### src/rtl/scf_pkg.sv
// Package for the scaled fixed-point to binary32 converter.
// Holds the stage record types, the format constants and the leading-zero count.
// No dependencies.
package scf_pkg;

    localparam int unsigned WordW = 32;
    localparam int unsigned ExpW = 9;
    localparam int unsigned LzW = 5;
    localparam int unsigned BexpW = 11;

    localparam logic [WordW-1:0] SignBit = 32'h8000_0000;
    localparam logic [WordW-1:0] InfBits = 32'h7F80_0000;
    localparam logic [WordW-1:0] MantReset = 32'h8000_0000;
    localparam logic [ExpW-1:0] ExpReset = 9'h1E1;
    localparam logic signed [BexpW-1:0] ExpOffset = 11'sd190;
    localparam logic signed [BexpW-1:0] ExpMax = 11'sd255;
    localparam logic signed [BexpW-1:0] DenormMin = -11'sd22;
    localparam logic signed [BexpW-1:0] DenormBase = 11'sd9;

    typedef enum logic {
        CFG_MANTISSA = 1'b0,
        CFG_EXPONENT = 1'b1
    } t_cfg_idx;

    typedef struct packed {
        logic             sign;
        logic [WordW-1:0] mag;
    } t_s1;

    typedef struct packed {
        logic             sign;
        logic             zero;
        logic [LzW-1:0]   lz;
        logic [WordW-1:0] frac;
    } t_s2;

    typedef struct packed {
        logic             sign;
        logic             zero;
        logic [LzW-1:0]   lz;
        logic [WordW-1:0] prod;
    } t_s3;

    typedef struct packed {
        logic                    sign;
        logic                    zero;
        logic signed [BexpW-1:0] bexp;
        logic [WordW-1:0]        frac;
    } t_s4;

    function automatic logic [LzW-1:0] lead_zeros(input logic [WordW-1:0] x);
        logic [LzW-1:0] n;
        n = '0;
        for (int i = 0; i < WordW; i++) begin
            if (x[i]) begin
                n = LzW'(WordW - 1 - i);
            end
        end
        return n;
    endfunction

endpackage

### src/rtl/scaled_fixed_to_float32_core.sv
// Scaled fixed-point to IEEE 754 binary32 converter, top level.
// Throughput is one request per cycle while i_stall does not hold the output,
// set by the five-stage pipeline in which each stage holds until the next one
// frees. Each stage advances on its own, so bubbles close up.
// Reset (synchronous, active low) clears all valid bits and loads the scale
// registers with mantissa 0x80000000 and exponent -31. Uses scf_pkg.
module scaled_fixed_to_float32_core import scf_pkg::*; (
    input  logic             i_clk,
    input  logic             i_rst_n,
    input  logic             i_cfg_we,
    input  logic             i_cfg_idx,
    input  logic [WordW-1:0] i_cfg_data,
    input  logic             i_valid,
    output logic             o_stall,
    input  logic             i_mode,
    input  logic [WordW-1:0] i_value,
    output logic             o_valid,
    input  logic             i_stall,
    output logic [WordW-1:0] o_float_bits
);

    localparam int unsigned Stages = 5;

    logic [WordW-1:0]  r_mant;
    logic [ExpW-1:0]   r_exp;
    logic [Stages-1:0] r_v;
    logic [Stages-1:0] rdy;
    t_s2               s2;
    t_s3               s3;

    always_comb begin
        rdy[Stages-1] = !r_v[Stages-1] || !i_stall;
        for (int k = Stages - 2; k >= 0; k--) begin
            rdy[k] = !r_v[k] || rdy[k+1];
        end
    end

    always_ff @(posedge i_clk) begin
        if (!i_rst_n) begin
            r_v    <= '0;
            r_mant <= MantReset;
            r_exp  <= ExpReset;
        end else begin
            if (rdy[0]) begin
                r_v[0] <= i_valid;
            end
            for (int k = 1; k < Stages; k++) begin
                if (rdy[k]) begin
                    r_v[k] <= r_v[k-1];
                end
            end
            if (i_cfg_we) begin
                unique case (t_cfg_idx'(i_cfg_idx))
                    CFG_MANTISSA: begin
                        r_mant <= i_cfg_data;
                    end
                    CFG_EXPONENT: begin
                        r_exp <= i_cfg_data[ExpW-1:0];
                    end
                    default: begin
                    end
                endcase
            end
        end
    end

    scf_norm u_norm (
        .i_clk   (i_clk),
        .i_en1   (rdy[0]),
        .i_en2   (rdy[1]),
        .i_mode  (i_mode),
        .i_value (i_value),
        .o_s2    (s2)
    );

    scf_mult u_mult (
        .i_clk  (i_clk),
        .i_en   (rdy[2]),
        .i_mant (r_mant),
        .i_s2   (s2),
        .o_s3   (s3)
    );

    scf_pack u_pack (
        .i_clk  (i_clk),
        .i_en4  (rdy[3]),
        .i_en5  (rdy[4]),
        .i_exp  (r_exp),
        .i_s3   (s3),
        .o_bits (o_float_bits)
    );

    assign o_stall = !rdy[0];
    assign o_valid = r_v[Stages-1];

endmodule

### src/rtl/scf_norm.sv
// Front stages: sign and magnitude, then leading-zero count and normalization.
// Depends on scf_pkg.
module scf_norm import scf_pkg::*; (
    input  logic             i_clk,
    input  logic             i_en1,
    input  logic             i_en2,
    input  logic             i_mode,
    input  logic [WordW-1:0] i_value,
    output t_s2              o_s2
);

    t_s1 r_s1;
    t_s1 n_s1;
    t_s2 r_s2;
    t_s2 n_s2;

    always_comb begin
        n_s1.sign = i_mode & i_value[WordW-1];
        n_s1.mag  = n_s1.sign ? (~i_value + WordW'(1)) : i_value;
    end

    always_comb begin
        n_s2.sign = r_s1.sign;
        n_s2.zero = (r_s1.mag == '0);
        n_s2.lz   = lead_zeros(r_s1.mag);
        n_s2.frac = r_s1.mag << n_s2.lz;
    end

    always_ff @(posedge i_clk) begin
        if (i_en1) begin
            r_s1 <= n_s1;
        end
        if (i_en2) begin
            r_s2 <= n_s2;
        end
    end

    assign o_s2 = r_s2;

endmodule

### src/rtl/scf_mult.sv
// Scale multiply stage: normalized magnitude times the scale mantissa, high word kept.
// Depends on scf_pkg.
module scf_mult import scf_pkg::*; (
    input  logic             i_clk,
    input  logic             i_en,
    input  logic [WordW-1:0] i_mant,
    input  t_s2              i_s2,
    output t_s3              o_s3
);

    t_s3              r_s3;
    t_s3              n_s3;
    logic [2*WordW-1:0] full;

    always_comb begin
        full       = (2*WordW)'(i_s2.frac) * (2*WordW)'(i_mant);
        n_s3.sign  = i_s2.sign;
        n_s3.zero  = i_s2.zero;
        n_s3.lz    = i_s2.lz;
        n_s3.prod  = full[2*WordW-1:WordW];
    end

    always_ff @(posedge i_clk) begin
        if (i_en) begin
            r_s3 <= n_s3;
        end
    end

    assign o_s3 = r_s3;

endmodule

### src/rtl/scf_pack.sv
// Back stages: renormalize the product and form the exponent, then pack binary32.
// Depends on scf_pkg.
module scf_pack import scf_pkg::*; (
    input  logic             i_clk,
    input  logic             i_en4,
    input  logic             i_en5,
    input  logic [ExpW-1:0]  i_exp,
    input  t_s3              i_s3,
    output logic [WordW-1:0] o_bits
);

    t_s4                     r_s4;
    t_s4                     n_s4;
    logic [WordW-1:0]        r_bits;
    logic [WordW-1:0]        n_bits;
    logic [LzW-1:0]          lz2;
    logic [WordW:0]          wide;
    logic signed [BexpW-1:0] dsh_full;
    logic [LzW-1:0]          dsh;
    logic [WordW-1:0]        dfrac;

    always_comb begin
        lz2        = lead_zeros(i_s3.prod);
        wide       = {i_s3.prod, 1'b0} << lz2;
        n_s4.sign  = i_s3.sign;
        n_s4.zero  = i_s3.zero | (i_s3.prod == '0);
        n_s4.frac  = wide[WordW-1:0];
        n_s4.bexp  = ExpOffset + $signed({{(BexpW-ExpW){i_exp[ExpW-1]}}, i_exp})
                     - $signed({{(BexpW-LzW){1'b0}}, i_s3.lz})
                     - $signed({{(BexpW-LzW){1'b0}}, lz2});
    end

    always_comb begin
        dsh_full = DenormBase - r_s4.bexp;
        dsh      = dsh_full[LzW-1:0];
        dfrac    = ((r_s4.frac >> 1) | SignBit) >> dsh;
        if (r_s4.zero) begin
            n_bits = {r_s4.sign, {(WordW-1){1'b0}}};
        end else if (r_s4.bexp >= ExpMax) begin
            n_bits = InfBits | {r_s4.sign, {(WordW-1){1'b0}}};
        end else if (r_s4.bexp <= 0) begin
            if (r_s4.bexp < DenormMin) begin
                n_bits = {r_s4.sign, {(WordW-1){1'b0}}};
            end else begin
                n_bits = dfrac | {r_s4.sign, {(WordW-1){1'b0}}};
            end
        end else begin
            n_bits = {r_s4.sign, r_s4.bexp[7:0], r_s4.frac[WordW-1:9]};
        end
    end

    always_ff @(posedge i_clk) begin
        if (i_en4) begin
            r_s4 <= n_s4;
        end
        if (i_en5) begin
            r_bits <= n_bits;
        end
    end

    assign o_bits = r_bits;

endmodule

### config.mk
export PLATFORM = sky130hd
export DESIGN_NAME = scaled_fixed_to_float32_core
export DESIGN_NICKNAME = d
export VERILOG_FILES = /design/src/rtl/scf_pkg.sv /design/src/rtl/scaled_fixed_to_float32_core.sv /design/src/rtl/scf_norm.sv /design/src/rtl/scf_mult.sv /design/src/rtl/scf_pack.sv
export SDC_FILE = /design/constraint.sdc
export NUM_CORES = 2
export LEC_CHECK = 0
export BUFFER_PORTS_ARGS = -buffer_cell sky130_fd_sc_hd__buf_2
export CAP_MARGIN = 20
export CORE_UTILIZATION = 25
export DETAILED_ROUTE_END_ITERATION = 16
export PLACE_DENSITY_LB_ADDON = 0.3
export SLEW_MARGIN = 20
export SYNTH_ARGS = -nofsm -noshare
export SYNTH_HDL_FRONTEND = slang
export SYNTH_SLANG_ARGS = --single-unit
### constraint.sdc
create_clock -name i_clk -period 15.9 [get_ports i_clk]
set_input_delay 0.795 -clock i_clk [delete_from_list [all_inputs] [get_ports i_clk]]
set_output_delay 0.795 -clock i_clk [all_outputs]
set_load 0.02 [all_outputs]
==> metrics.md <==
| Metric | Value |
|---|---|
| EDFF count, synth | 187 |
| Layout cell share with drive strength beyond 1 | 0.0623 |
| # IOs | 105 |
| Clock Path Buffers | 3 |
| Final Max Tran Viols | 0 |
| Crit Path Max Fanout | 19 |
| Min Tclk post-route | 8.81 ns |
| XOR/XNOR share of the synthesized area | 0.0154 |
| Worst Path Arrival | 9.14 ns |
| Worst Skew | 0.0550 ns |
| Initial antenna violation count | 6 |
| Pin count of the biggest net entering global routing | 47 |
| Initial DRC count | 2404 |
| TritonCTS clock tree | yes |
| Vias | 34.9k |
| DRC | 0 |
| Slew of the pin with the lowest slew margin | 1.07 ns |
| CORE AREA | 183000 um^2 |
| Synth Area in Compound Gates | 0.0727 |
| Hpwl dp | 106 mm |
| Top-area cell type share of the netlist area | 0.390 |
| Number of sinks on the clock net | 233 |
| Final wirelength | 143 mm |
| Setup TNS | 0 ns |
| Slew HR | 0.290 |
| CTS hold repair buffers | 0 |
| Hold Violations, Final | 0 |
| CP max-delay cell | dfxtp_1 |
| Seq/Total Area, Yosys | 0.141 |
| Post-synthesis mux area share | 0.0462 |
| Vias in the first global route | 37.2k |
| Power density cells | 190 nW/um^2 |
| Global-route wire length before repair | 223 mm |
| Fillers | 19.5k |
| ANT nets after route | 0 |
| Post-CTS Setup Inserts | 0 |
| Syn nets | 6343 |
| Setup slack at placement | 7.23 ns |
| Synth Area in Adders | 0.464 |
| Fin crit share | 0.554 |
| Status | finished, final reports clean |
| Area leader, netlist | fa_1 |
| Worst path most repeated cell | fa_1 |
| Layout area overhead | 9.34% |
| Number of max-cap violations | 0 |
| Vias per inst | 4.63 |
| Buf/Inv on CP | 6 |
| Worst-path clk slew | 0.06 ns |
| Global route overflow | 0 |
| Critical path type | reg -> reg |
| CTS Buf Count | 35 |
| Syn_area_per_cell | 9.06 um^2 |
| Register area | 6540 um^2 |
| Number of buffers inserted by port buffering | 104 |
| Tot GR Track Use | 0.155 |
| WL per Instance | 19.0 um |
| Rows | 157 |
| Final setup violation count | 0 |
| Crit path capture type | register |
| RSZ-0062 raised after global routing | no |
| Worst Setup Start Kind | register |
| Pre-antenna DRT Iters | 5 |
| Clk_lat worst skew | 0.60 ns |
| Routability cong. | 0.900 |
| Synth area leaders | fa_1 39%, edfxtp_1 12%, inv_1 8.4%, nand2_1 8.3%, ha_1 7.4% |
| Initial core utilization | 0.252 |
| Post-Synth Simple-Gate Area | 0.151 |
| Worst vdd ir | 0.241 mV |
| Slowest stage delay, CP | 0.70 ns |
| Post-CTS Resized | 0 |
| Cells after Synth | 5100 |
| Multi-input logic area | 34700 um^2 |
| CTS H-tree depth | 2 |
| Leak pwr | 0.0233 uW |
| Async S/R FF share, synth | 0 |
| Die area | 186000 um^2 |
| YS warnings | 0 |
| Final nets | 6285 |
| Delay-heaviest family, CP | adder cells |
| Post-synthesis register bit count | 233 |
| Fmax | 114 MHz |
| Setup WS post-layout | 7.09 ns |
| CTS root buf | clkbuf_16 |
| Die Y | 432 um |
| Hold WC Path Type | in -> reg |
| Hold WS | 0.422 ns |
| Netlist cell types | 78 |
| Die Wd | 432 um |
| CP required | 16.23 ns |
| Netlist area before placement | 46200 um^2 |
| Total power | 9600 uW |
| Top_reg_cell synth | edfxtp_1 |
| Main combinational cell family by area after synthesis | adder cells |
-- worst paths after layout --
check	startpoint	end	slack, ns	cells past startpoint
worst min register to register	u_norm.n_s2[38]	u_norm.o_s2[38]	0.43	0
worst min-delay path	i_valid	r_v[0]	0.42	2
worst max-delay path	r_mant[8]	u_mult.o_s3[12]	7.09	25
worst max register to register	r_mant[8]	u_mult.o_s3[12]	7.09	25
-- Yosys cell counts, drive strengths merged (15+ instances only) --
library cell / n
a21o: 20
a31oi: 20
nor2: 136
nor4: 28
edfxtp: 187
clkbuf: 251
xor2: 36
fa: 900
xnor2: 45
dfxtp: 46
a21boi: 40
nor2b: 20
nand2b: 21
mux4: 18
o211ai: 15
and3: 19
nand3: 29
inv: 1038
ha: 272
nor3: 40
buf: 31
a211oi: 31
mux2i: 135
o21ai: 110
mux2: 33
a21oi: 142
o21a: 16
nand2: 1022
and2: 239
-- where the power goes --
group / switching, uW / leakage, uW / internal, uW
Clock: 320 / 0.000561 / 461
Sequential: 192 / 0.00241 / 1050
Combinational: 4680 / 0.0203 / 2890
Total: 5190 / 0.0233 / 4400
-- worst reg2reg max path, stage by stage, from the launching register on --
cell and delay (ns):
dfxtp_1 0.70, buf_4 0.41, nand2_1 0.17, fa_1 0.55, inv_1 0.05, fa_1 0.50
fa_1 0.55, inv_1 0.06, fa_1 0.49, fa_1 0.53, fa_1 0.50, inv_1 0.05
fa_1 0.47, inv_1 0.05, fa_1 0.48, inv_1 0.05, ha_1 0.32, and3_1 0.22
nand2_1 0.11, nor2_1 0.06, a2111oi_0 0.60, o21a_1 0.23, nand3_1 0.32, a311oi_1 0.66
o21ai_0 0.22, xor2_1 0.17
-- kinds of logic after synthesis --
logic type / after synthesis
simple gates: 1590
buf+inv: 1322
fa+ha+maj: 1172
compound gates: 516
flops: 233
mux: 186
xor+xnor: 81
-- final cells by class --
| type | count | share of cell area |
|---|---|---|
| diodes | 4 | 0.000198 |
| clock buffers | 45 | 0.0187 |
| clock inverters | 19 | 0.00426 |
| inverters | 1040 | 0.0774 |
| multi-input cells | 3545 | 0.686 |
| flip-flops and latches | 233 | 0.129 |
| well taps | 2464 | 0.0610 |
| repair buffers | 187 | 0.0226 |
-- per-layer routing --
layer / up-vias / GRT usage / share of wire / routed length (um)
li1: 15600 / - / - / -
met5: - / 0 / 0.00016 / 23
met2: 1014 / 0.260 / 0.48 / 68000
met1: 18100 / 0.207 / 0.44 / 62800
met4: 4 / 0.0402 / 0.026 / 3750
met3: 210 / 0.0229 / 0.058 / 8260
-- stage by stage --
step           cells   util  area [um^2]
2_1_floorplan   5100      -        46200
3_3_place_gp    7469  0.269        49300
3_5_place_dp    7469  0.269        49300
4_1_cts         7533  0.275        50500
5_1_grt         7534  0.276        50500
6_report        7537  0.276        50500
-- registers in the layout (all words and copies together), names as in the netlist, 5 cells and up --
name	flops
u_pack.o_bits	32
u_norm.o_s2	39
u_pack.r_s4	44
u_mult.o_s3	39
r_exp	9
u_norm.r_s1	32
r_mant	32
r_v	5
-- placed cells by master, fill, tap and decap left out, types with 44 or more instances in the layout --
cell type	instances
a21oi_1	142
and2_1	238
buf_2	104
buf_4	83
dfxtp_1	46
edfxtp_1	187
fa_1	900
ha_1	272
inv_1	1035
mux2i_1	135
nand2_1	1021
nor2_1	136
o21ai_0	101
xnor2_1	44
Note: power is estimated with default switching activity, not from simulation.
